===== config.mk =====
export PLATFORM = sky130hd
export DESIGN_NAME = udp_port_remap_table_flat
export DESIGN_NICKNAME = d
export VERILOG_FILES = /design/src/sv/udpr_pkg.sv /design/src/sv/udpr_ifs.sv /design/src/sv/udpr_table.sv /design/src/sv/udpr_ctrl.sv /design/src/sv/udp_port_remap_table.sv /design/src/flat_wrapper.sv
export SDC_FILE = /design/constraint.sdc
export NUM_CORES = 2
export LEC_CHECK = 0
export BUFFER_PORTS_ARGS = -buffer_cell sky130_fd_sc_hd__buf_4
export CORE_MARGIN = 5
export CORE_UTILIZATION = 43
export CTS_CLUSTER_SIZE = 20
export DETAILED_ROUTE_END_ITERATION = 10
export SLEW_MARGIN = 20
export SYNTH_ARGS = -nofsm -noshare
export SYNTH_HDL_FRONTEND = slang
export SYNTH_SLANG_ARGS = --single-unit

===== constraint.sdc =====
create_clock -name clk -period 13.45 [get_ports clk]
set_input_delay 4.035 -clock clk [delete_from_list [all_inputs] [get_ports clk]]
set_output_delay 4.035 -clock clk [all_outputs]
set_load 0.02 [all_outputs]

===== src/sv/udpr_pkg.sv =====
// Shared types, constants and command codes of the UDP port remap table.
package udpr_pkg;

    localparam int TABLE_ENTRIES = 16;
    localparam int IDX_W = (TABLE_ENTRIES > 1) ? $clog2(TABLE_ENTRIES) : 1;

    localparam logic [15:0] RESET_FIRST_PORT = 16'd7000;

    localparam logic [1:0] CMD_MAP = 2'd0;
    localparam logic [1:0] CMD_LOOKUP = 2'd1;
    localparam logic [1:0] CMD_TEARDOWN = 2'd2;
    localparam logic [1:0] CMD_NONE = 2'd3;

    localparam logic [1:0] STATUS_NEW = 2'd0;
    localparam logic [1:0] STATUS_EXISTING = 2'd1;
    localparam logic [1:0] STATUS_FULL = 2'd2;
    localparam logic [1:0] STATUS_DONE = 2'd3;

    localparam logic [4:0] REMOVED_MAX = 5'd31;

    typedef struct packed {
        logic [1:0]  cmd;
        logic [31:0] peer_ip;
        logic [15:0] peer_tcp_port;
        logic [15:0] peer_udp_lo;
        logic [15:0] peer_udp_hi;
        logic [15:0] query_port;
    } req_t;

    typedef struct packed {
        logic [1:0]  status;
        logic [15:0] nat_lo;
        logic [15:0] nat_hi;
        logic [15:0] peer_port;
        logic [4:0]  removed_count;
    } rsp_t;

    typedef struct packed {
        logic [31:0] peer_ip;
        logic [15:0] peer_tcp;
        logic [15:0] peer_udp_lo;
        logic [15:0] peer_udp_hi;
        logic [15:0] nat_lo;
        logic [15:0] nat_hi;
    } entry_t;

    // Access from the scan controller to the table storage.
    typedef struct packed {
        logic             rd_en;
        logic [IDX_W-1:0] rd_addr;
        logic             wr_en;
        logic             valid_clr;
        logic [IDX_W-1:0] wr_addr;
        entry_t           wr_data;
    } tbl_req_t;

    typedef struct packed {
        logic   rd_valid;
        entry_t rd_data;
    } tbl_rsp_t;

endpackage


===== src/sv/udpr_ifs.sv =====
// Request and response channel interfaces of the UDP port remap table.
interface udpr_req_if;
    logic        valid;
    logic        ready;
    logic [1:0]  cmd;
    logic [31:0] peer_ip;
    logic [15:0] peer_tcp_port;
    logic [15:0] peer_udp_lo;
    logic [15:0] peer_udp_hi;
    logic [15:0] query_port;

    modport source (
        output valid, cmd, peer_ip, peer_tcp_port, peer_udp_lo, peer_udp_hi,
               query_port,
        input  ready
    );
    modport sink (
        input  valid, cmd, peer_ip, peer_tcp_port, peer_udp_lo, peer_udp_hi,
               query_port,
        output ready
    );
endinterface

interface udpr_rsp_if;
    logic        valid;
    logic        ready;
    logic [1:0]  status;
    logic [15:0] nat_lo;
    logic [15:0] nat_hi;
    logic [15:0] peer_port;
    logic [4:0]  removed_count;

    modport source (
        output valid, status, nat_lo, nat_hi, peer_port, removed_count,
        input  ready
    );
    modport sink (
        input  valid, status, nat_lo, nat_hi, peer_port, removed_count,
        output ready
    );
endinterface


===== src/sv/udpr_table.sv =====
// Entry storage: synchronous entry memory plus per-entry valid flip-flops.
module udpr_table
    import udpr_pkg::*;
(
    input  logic     clk,
    input  logic     rst_n,
    input  tbl_req_t tbl_req,
    output tbl_rsp_t tbl_rsp
);

    entry_t                   mem [TABLE_ENTRIES];
    entry_t                   rd_data_reg;
    logic                     rd_valid_reg;
    logic [TABLE_ENTRIES-1:0] valid_reg;

    always_ff @(posedge clk)
    begin
        if (tbl_req.wr_en)
        begin
            mem[tbl_req.wr_addr] <= tbl_req.wr_data;
        end
        if (tbl_req.rd_en)
        begin
            rd_data_reg <= mem[tbl_req.rd_addr];
        end
    end

    always_ff @(posedge clk or negedge rst_n)
    begin
        if (!rst_n)
        begin
            valid_reg    <= '0;
            rd_valid_reg <= 1'b0;
        end
        else
        begin
            if (tbl_req.wr_en)
            begin
                valid_reg[tbl_req.wr_addr] <= 1'b1;
            end
            else if (tbl_req.valid_clr)
            begin
                valid_reg[tbl_req.wr_addr] <= 1'b0;
            end
            if (tbl_req.rd_en)
            begin
                rd_valid_reg <= valid_reg[tbl_req.rd_addr];
            end
        end
    end

    assign tbl_rsp.rd_valid = rd_valid_reg;
    assign tbl_rsp.rd_data  = rd_data_reg;

endmodule


===== src/sv/udpr_ctrl.sv =====
// Scan controller: walks the table one entry per cycle for each map, lookup or teardown command.
module udpr_ctrl
    import udpr_pkg::*;
(
    input  logic        clk,
    input  logic        rst_n,
    input  logic        cfg_we,
    input  logic [15:0] cfg_wdata,
    input  logic        req_valid,
    input  req_t        req_data,
    output logic        req_ready,
    output logic        res_valid,
    output rsp_t        res_data,
    input  logic        res_ready,
    output tbl_req_t    tbl_req,
    input  tbl_rsp_t    tbl_rsp
);

    localparam logic [1:0] ST_IDLE = 2'd0;
    localparam logic [1:0] ST_SCAN = 2'd1;
    localparam logic [1:0] ST_DONE = 2'd2;

    localparam logic [IDX_W-1:0] LAST_IDX = IDX_W'(TABLE_ENTRIES - 1);

    logic [1:0]       state_reg, state_next;
    logic [IDX_W-1:0] idx_reg, idx_next;
    req_t             item_reg, item_next;
    rsp_t             result_reg, result_next;
    logic [15:0]      nat_port_reg, nat_port_next;

    logic   last;
    logic   finish;
    logic   id_match;
    entry_t rd;

    assign rd       = tbl_rsp.rd_data;
    assign last     = (idx_reg == LAST_IDX);
    assign id_match = tbl_rsp.rd_valid && (rd.peer_ip == item_reg.peer_ip)
                      && (rd.peer_tcp == item_reg.peer_tcp_port);

    assign req_ready = (state_reg == ST_IDLE);
    assign res_valid = (state_reg == ST_DONE);
    assign res_data  = result_reg;

    always_comb
    begin
        state_next    = state_reg;
        idx_next      = idx_reg;
        item_next     = item_reg;
        result_next   = result_reg;
        nat_port_next = nat_port_reg;
        finish        = 1'b0;

        tbl_req           = '0;
        tbl_req.rd_addr   = idx_reg + IDX_W'(1);
        tbl_req.wr_addr   = idx_reg;
        tbl_req.wr_data.peer_ip     = item_reg.peer_ip;
        tbl_req.wr_data.peer_tcp    = item_reg.peer_tcp_port;
        tbl_req.wr_data.peer_udp_lo = item_reg.peer_udp_lo;
        tbl_req.wr_data.peer_udp_hi = item_reg.peer_udp_hi;
        tbl_req.wr_data.nat_lo      = nat_port_reg;
        tbl_req.wr_data.nat_hi      = nat_port_reg + 16'd1;

        unique case (state_reg)
            ST_IDLE:
            begin
                if (req_valid)
                begin
                    item_next   = req_data;
                    result_next = '0;
                    idx_next    = '0;
                    if (req_data.cmd == CMD_NONE)
                    begin
                        result_next.status = STATUS_DONE;
                        state_next         = ST_DONE;
                    end
                    else
                    begin
                        result_next.status = (req_data.cmd == CMD_MAP) ? STATUS_FULL
                                                                       : STATUS_DONE;
                        tbl_req.rd_en   = 1'b1;
                        tbl_req.rd_addr = '0;
                        state_next      = ST_SCAN;
                    end
                end
            end
            ST_SCAN:
            begin
                // The read for the following entry goes out while this one is checked.
                tbl_req.rd_en = 1'b1;
                finish        = last;
                unique case (item_reg.cmd)
                    CMD_MAP:
                    begin
                        if (!tbl_rsp.rd_valid)
                        begin
                            tbl_req.wr_en      = 1'b1;
                            result_next.status = STATUS_NEW;
                            result_next.nat_lo = nat_port_reg;
                            result_next.nat_hi = nat_port_reg + 16'd1;
                            nat_port_next      = nat_port_reg + 16'd2;
                            finish             = 1'b1;
                        end
                        else if (id_match && (rd.peer_udp_lo == item_reg.peer_udp_lo)
                                 && (rd.peer_udp_hi == item_reg.peer_udp_hi))
                        begin
                            result_next.status = STATUS_EXISTING;
                            result_next.nat_lo = rd.nat_lo;
                            result_next.nat_hi = rd.nat_hi;
                            finish             = 1'b1;
                        end
                    end
                    CMD_LOOKUP:
                    begin
                        if (tbl_rsp.rd_valid)
                        begin
                            if ((item_reg.query_port == rd.nat_lo)
                                || (item_reg.query_port == rd.peer_udp_lo))
                            begin
                                result_next.peer_port = rd.peer_udp_lo;
                            end
                            else if ((item_reg.query_port == rd.nat_hi)
                                     || (item_reg.query_port == rd.peer_udp_hi))
                            begin
                                result_next.peer_port = rd.peer_udp_hi;
                                finish                = 1'b1;
                            end
                        end
                    end
                    default:
                    begin
                        // Teardown: stored fields of a cleared entry are never used again.
                        if (id_match)
                        begin
                            tbl_req.valid_clr = 1'b1;
                            if (result_reg.removed_count != REMOVED_MAX)
                            begin
                                result_next.removed_count = result_reg.removed_count + 5'd1;
                            end
                        end
                    end
                endcase
                if (finish)
                begin
                    state_next = ST_DONE;
                end
                else
                begin
                    idx_next = idx_reg + IDX_W'(1);
                end
            end
            default:
            begin
                if (res_ready)
                begin
                    state_next = ST_IDLE;
                end
            end
        endcase

        if (cfg_we)
        begin
            nat_port_next = cfg_wdata;
        end
    end

    always_ff @(posedge clk or negedge rst_n)
    begin
        if (!rst_n)
        begin
            state_reg    <= ST_IDLE;
            idx_reg      <= '0;
            nat_port_reg <= RESET_FIRST_PORT;
        end
        else
        begin
            state_reg    <= state_next;
            idx_reg      <= idx_next;
            nat_port_reg <= nat_port_next;
        end
    end

    always_ff @(posedge clk)
    begin
        item_reg   <= item_next;
        result_reg <= result_next;
    end

endmodule


===== src/sv/udp_port_remap_table.sv =====
// Top level of the UDP port remap table: scan controller, entry storage, output register.
//
//   channel   direction  transaction
//   req       in         one command: map, reverse lookup, teardown or none
//   rsp       out        one result per command
//   cfg       in         write of the first NAT port, loaded straight into the port counter
//
// A command is accepted in the idle state and then scans one entry at a time (up to 16,
// since the entry memory delivers one entry a cycle); its result is handed over from the
// done state. A map or lookup that ends early scans fewer entries; a no-op skips the scan.
// Reset empties the table at once through the valid flip-flops; no clearing pass.
// A stalled rsp holds one finished result in the output register and the next command
// waits at its end until that register frees up.
module udp_port_remap_table
    import udpr_pkg::*;
(
    input  logic          clk,
    input  logic          rst_n,
    input  logic          cfg_we,
    input  logic [15:0]   cfg_wdata,
    udpr_req_if.sink      req,
    udpr_rsp_if.source    rsp
);

    req_t     req_data;
    rsp_t     res_data;
    logic     res_valid;
    logic     res_ready;
    tbl_req_t tbl_req;
    tbl_rsp_t tbl_rsp;
    logic     out_valid_reg;
    rsp_t     out_data_reg;

    assign req_data.cmd           = req.cmd;
    assign req_data.peer_ip       = req.peer_ip;
    assign req_data.peer_tcp_port = req.peer_tcp_port;
    assign req_data.peer_udp_lo   = req.peer_udp_lo;
    assign req_data.peer_udp_hi   = req.peer_udp_hi;
    assign req_data.query_port    = req.query_port;

    udpr_ctrl u_ctrl (
        .clk       (clk),
        .rst_n     (rst_n),
        .cfg_we    (cfg_we),
        .cfg_wdata (cfg_wdata),
        .req_valid (req.valid),
        .req_data  (req_data),
        .req_ready (req.ready),
        .res_valid (res_valid),
        .res_data  (res_data),
        .res_ready (res_ready),
        .tbl_req   (tbl_req),
        .tbl_rsp   (tbl_rsp)
    );

    udpr_table u_table (
        .clk     (clk),
        .rst_n   (rst_n),
        .tbl_req (tbl_req),
        .tbl_rsp (tbl_rsp)
    );

    assign res_ready = !out_valid_reg || rsp.ready;

    always_ff @(posedge clk or negedge rst_n)
    begin
        if (!rst_n)
        begin
            out_valid_reg <= 1'b0;
        end
        else if (res_ready)
        begin
            out_valid_reg <= res_valid;
        end
    end

    always_ff @(posedge clk)
    begin
        if (res_ready && res_valid)
        begin
            out_data_reg <= res_data;
        end
    end

    assign rsp.valid         = out_valid_reg;
    assign rsp.status        = out_data_reg.status;
    assign rsp.nat_lo        = out_data_reg.nat_lo;
    assign rsp.nat_hi        = out_data_reg.nat_hi;
    assign rsp.peer_port     = out_data_reg.peer_port;
    assign rsp.removed_count = out_data_reg.removed_count;

endmodule


===== src/flat_wrapper.sv =====
// flat-port wrapper written by rule: the top's interface ports become plain ports
module udp_port_remap_table_flat import udpr_pkg::*;
  (clk, rst_n, cfg_we, cfg_wdata, req_valid, req_cmd, req_peer_ip, req_peer_tcp_port, req_peer_udp_lo, req_peer_udp_hi, req_query_port, req_ready, rsp_valid, rsp_status, rsp_nat_lo, rsp_nat_hi, rsp_peer_port, rsp_removed_count, rsp_ready);
  udpr_req_if req_i ();
  udpr_rsp_if rsp_i ();
  input  logic clk;
  input  logic rst_n;
  input  logic cfg_we;
  input  logic [15:0] cfg_wdata;
  input wire logic [$bits(req_i.valid)-1:0] req_valid;
  input wire logic [$bits(req_i.cmd)-1:0] req_cmd;
  input wire logic [$bits(req_i.peer_ip)-1:0] req_peer_ip;
  input wire logic [$bits(req_i.peer_tcp_port)-1:0] req_peer_tcp_port;
  input wire logic [$bits(req_i.peer_udp_lo)-1:0] req_peer_udp_lo;
  input wire logic [$bits(req_i.peer_udp_hi)-1:0] req_peer_udp_hi;
  input wire logic [$bits(req_i.query_port)-1:0] req_query_port;
  output wire logic [$bits(req_i.ready)-1:0] req_ready;
  output wire logic [$bits(rsp_i.valid)-1:0] rsp_valid;
  output wire logic [$bits(rsp_i.status)-1:0] rsp_status;
  output wire logic [$bits(rsp_i.nat_lo)-1:0] rsp_nat_lo;
  output wire logic [$bits(rsp_i.nat_hi)-1:0] rsp_nat_hi;
  output wire logic [$bits(rsp_i.peer_port)-1:0] rsp_peer_port;
  output wire logic [$bits(rsp_i.removed_count)-1:0] rsp_removed_count;
  input wire logic [$bits(rsp_i.ready)-1:0] rsp_ready;
  assign req_i.valid = req_valid;
  assign req_i.cmd = req_cmd;
  assign req_i.peer_ip = req_peer_ip;
  assign req_i.peer_tcp_port = req_peer_tcp_port;
  assign req_i.peer_udp_lo = req_peer_udp_lo;
  assign req_i.peer_udp_hi = req_peer_udp_hi;
  assign req_i.query_port = req_query_port;
  assign req_ready = req_i.ready;
  assign rsp_valid = rsp_i.valid;
  assign rsp_status = rsp_i.status;
  assign rsp_nat_lo = rsp_i.nat_lo;
  assign rsp_nat_hi = rsp_i.nat_hi;
  assign rsp_peer_port = rsp_i.peer_port;
  assign rsp_removed_count = rsp_i.removed_count;
  assign rsp_i.ready = rsp_ready;
  udp_port_remap_table u_core (.clk(clk), .rst_n(rst_n), .cfg_we(cfg_we), .cfg_wdata(cfg_wdata), .req(req_i), .rsp(rsp_i));
endmodule

==> out/summary.txt <==
========================================================================================================
Run status                                                                                     completed
Dominant cell type by area after synthesis                                                  sky130_fd_sc_hd__edfxtp_1
Count of hold buffers inserted by post-cts repair                                                      0
Fraction of layout instances using a drive strength above 1                                        10.4%
Most common cell on crit path                                                               sky130_fd_sc_hd__buf_4
Setup slack of the most critical reg-to-reg path                                                 8.02 ns
Starting density of the core                                                                       43.2%
Antenna violations before repair                                                                       3
Wire length per cell                                                                             28.0 um
Summed instance area of the synthesized netlist                                               0.0832 mm2
Fraction of registers with async set/reset                                                         1.86%
Proportion of synthesized area in mux cells                                                        1.89%
Buffers from clock root to sink, at most                                                               3
Hold Path Origin                                                                            u_core.u_ctrl.res_data[37]
Most common flop cell mapped by yosys                                                       sky130_fd_sc_hd__edfxtp_1
Number of flip-flops in the largest register                                                        1792
CTS tree                                                                                             yes
Hold Crit Depth                                                                                        0
Final estimated routing congestion in global placement                                             0.794
Final critical-path share of the clock period                                                      61.7%
Post-layout nets                                                                                    5696
Terminus of the critical flop-to-flop path                                                  u_core.u_table.tbl_rsp[31]
Wire length of the first global-routing pass                                                   336000 um
Unrepaired setup endpoints after global routing                                                    false
Global route overflow                                                                                  0
Setup_tns                                                                                           0 ns
Final ANT Viol Nets                                                                                    0
Clk_skew                                                                                       0.0339 ns
Worst Hold Margin                                                                               0.418 ns
Total clock buffers created by CTS                                                                   214
Static Leakage                                                                                 0.0303 uW
Post-synth top area share                                                                          76.2%
Cells on worst reg2reg path                                                                            9
Count of maximum capacitance violations                                                                0
Detailed Route Iter0 Violations                                                                     5739
Overall via count from detail_route                                                                49300
Cell row count                                                                                       161
Synth Register Bits                                                                                 2152
Via count of the first global-routing pass                                                         47900
Worst Max-Slew Pin Slew                                                                          1.20 ns
Post-Route WL                                                                                  232000 um
Peak per-stage delay on the critical path                                                        0.95 ns
Number of enable flip-flop cells after synthesis                                                    2112
GRT Resource Usage Total                                                                           22.2%
WP buf/inv                                                                                             3
Min Tclk post-route                                                                              8.30 ns
Warnings, synthesis                                                                                    0
Die span in y                                                                                     450 um
Area grow syn2layout                                                                               12.8%
Setup Crit Path Kind                                                                        input pin to flop
Required time of the worst setup path                                                           14.12 ns
Via/cell ratio                                                                                      5.95
Hold Path Sink                                                                              u_core.rsp.nat_lo[0]
Die Outline Area                                                                               0.202 mm2
Filler Cell Count                                                                                  16200
Top post-synthesis cells by area                                                            sky130_fd_sc_hd__edfxtp_1 76%, sky130_fd_sc_hd__o221ai_1 4.7%, sky130_fd_sc_hd__nand2_1 4.3%
Launch instance of the worst register-to-register path                                      u_core.u_ctrl.state_reg[0]
Top-count cell post-synth                                                                   sky130_fd_sc_hd__edfxtp_1
Power Density                                                                                 195 mW/mm2
Hold crit path type                                                                         flop to flop
Sequence of cells on the critical path                                                      buf_4, or3b_1, inv_6, nand2_1, nand2_8, buf_4, o221ai_1, a21oi_1, a31oi_1, mux2i_1
Post-CTS clock slew at the launch and capture registers of the worst setup and hold paths        0.06 ns
Largest family of logic cells by synthesized area                                           simple AND/OR/NAND/NOR gates
Average footprint of a synthesized cell                                                         15.2 um2
Critical path endpoint category                                                                     flop
Hpwl dp                                                                                        114000 um
Residual DRC                                                                                           0
Post-synthesis net count                                                                            5612
Startpoint type of the worst setup path                                                        input pin
Arrival time at the worst endpoint                                                               8.97 ns
Number of distinct standard cells referenced by the synthesized netlist                               54
XOR/XNOR share of the synthesized area                                                             1.78%
Post-CTS repair timing setup buffer count                                                              0
Quantity of gates resized following cts                                                                0
Register area share after synthesis                                                                77.4%
Maximum fanout along the worst path                                                                  139
Most frequent cells after synthesis                                                         2112 x sky130_fd_sc_hd__edfxtp_1, 963 x sky130_fd_sc_hd__nand2_1, 479 x sky130_fd_sc_hd__nand3_1
Most flop-heavy register                                                                    u_core.u_table.mem
Buffer type at the clock tree root                                                          sky130_fd_sc_hd__clkbuf_16
Worst rel slew slack                                                                               19.7%
Count of boundary I/O pins                                                                           176
1st-pass router iterations                                                                             6
Die W                                                                                             450 um
Gate family responsible for the most delay along the worst path                             simple AND/OR/NAND/NOR gates
Cell count after synthesis                                                                          5485
H-Tree Depth                                                                                           4
Max-slew violation total from the final report                                                         0
Compound-gate portion of the synthesized area                                                      8.24%
Achievable frequency                                                                             120 MHz
Final count of negative-setup-slack endpoints                                                          0
Number of buffer cells added on primary ports                                                        175
Highest-delay cell along the critical path                                                  sky130_fd_sc_hd__buf_4
Number of hold violations in the final report                                                          0
Post-Synth Adder-Cell Area                                                                        0.120%
Maximum number of pins on one net before global-route repair                                         225
Number of sinks handled by clock tree synthesis                                                     2152
Share of synthesized cell area in and, or, nand and nor gates                                      8.52%
Worst supply voltage drop on vdd                                                                  211 uV
Core area                                                                                      0.193 mm2
Worst-Skew Late Latency                                                                          0.86 ns
========================================================================================================
==> layout make-up <==
class | count | area [um2] | share of cell area [%]
clock inverter | 120 | 1130 | 1.21
antenna | 1 | 2.50 | 0.00267
inverter | 14 | 65.1 | 0.0693
sequential | 2152 | 64400 | 68.6
multi-input combinational | 2929 | 17400 | 18.5
clock buffer | 282 | 5650 | 6.02
tap | 2526 | 3160 | 3.37
timing repair buffer | 258 | 2070 | 2.20
==> layout by cell type, fill, tap and decap left out, types with 31 or more instances in the layout <==
cell,synthesis,routed
sky130_fd_sc_hd__nand3_1,479,479
sky130_fd_sc_hd__a31oi_1,226,226
sky130_fd_sc_hd__o221ai_1,449,449
sky130_fd_sc_hd__clkbuf_1,246,64
sky130_fd_sc_hd__a21oi_1,237,235
sky130_fd_sc_hd__nor2_1,71,68
sky130_fd_sc_hd__nand2_1,963,961
sky130_fd_sc_hd__xor2_1,112,105
sky130_fd_sc_hd__edfxtp_1,2112,2112
sky130_fd_sc_hd__xnor2_1,57,56
sky130_fd_sc_hd__dfrtp_1,33,32
sky130_fd_sc_hd__nor4_1,32,31
sky130_fd_sc_hd__clkbuf_16,0,214
sky130_fd_sc_hd__mux2i_1,153,153
sky130_fd_sc_hd__clkinv_1,2,55
sky130_fd_sc_hd__buf_4,1,247
==> worst max path at each step <==
| stage | to | cells after the start | start |
|---|---|---|---|
| 6_report | u_core.u_table.tbl_rsp[31] | 10 | req_valid |
| 5_1_grt | u_core.u_table.tbl_rsp[31] | 10 | req_valid |
| 4_1_cts | u_core.u_table.tbl_rsp[24] | 10 | req_valid |
| 3_5_place_dp | u_core.u_table.tbl_rsp[12] | 10 | req_valid |
| 3_3_place_gp | u_core.u_table.tbl_rsp[45] | 9 | req_valid |
| 2_1_floorplan | u_core.u_table.mem[3][0] | 4 | u_core.u_ctrl.idx_reg[1] |
==> through the flow <==
stage / cells / area (um2) / setup slack, ns / util, % / total power (uW)
final: 8282 / 93900 / 5.15 / 48.8 / 18300
after global routing: 8281 / 93900 / 4.93 / 48.7 / 19000
after CTS: 8280 / 93800 / 5.27 / 48.7 / 18300
after detailed placement: 7878 / 87000 / 4.37 / 45.2 / 12600
after global placement: 7878 / 87000 / 4.50 / 45.2 / 12600
after floorplan: 5485 / 83200 / 0.938 / - / 11100
==> power by group <==
group | leakage (uW) | switching [uW] | internal (uW)
Sequential | 0.0197 | 603 | 8190
Combinational | 0.00731 | 2600 | 1110
Clock | 0.00327 | 2560 | 3220
Total | 0.0303 | 5760 | 12500
==> kinds of logic (layout without fill, tap and decap cells) <==
logic type,after synthesis,after routing
XOR/XNOR,169,169
adder cells (fa/ha/maj),8,8
multiplexers,155,155
flip-flops,2152,2152
AND/OR/NAND/NOR,1636,1636
other,0,1
buffers and inverters,404,674
AO/OA/AOI/OAI,961,961
==> routing by layer <==
metal	share of wire (%)	wire, um	track usage, %
met1	41	95100	30.5
met2	48	111000	36.1
met3	7.2	16600	3.36
met4	4.0	9280	8.45
met5	0	0	0
Note: power is estimated with default switching activity, not from simulation.
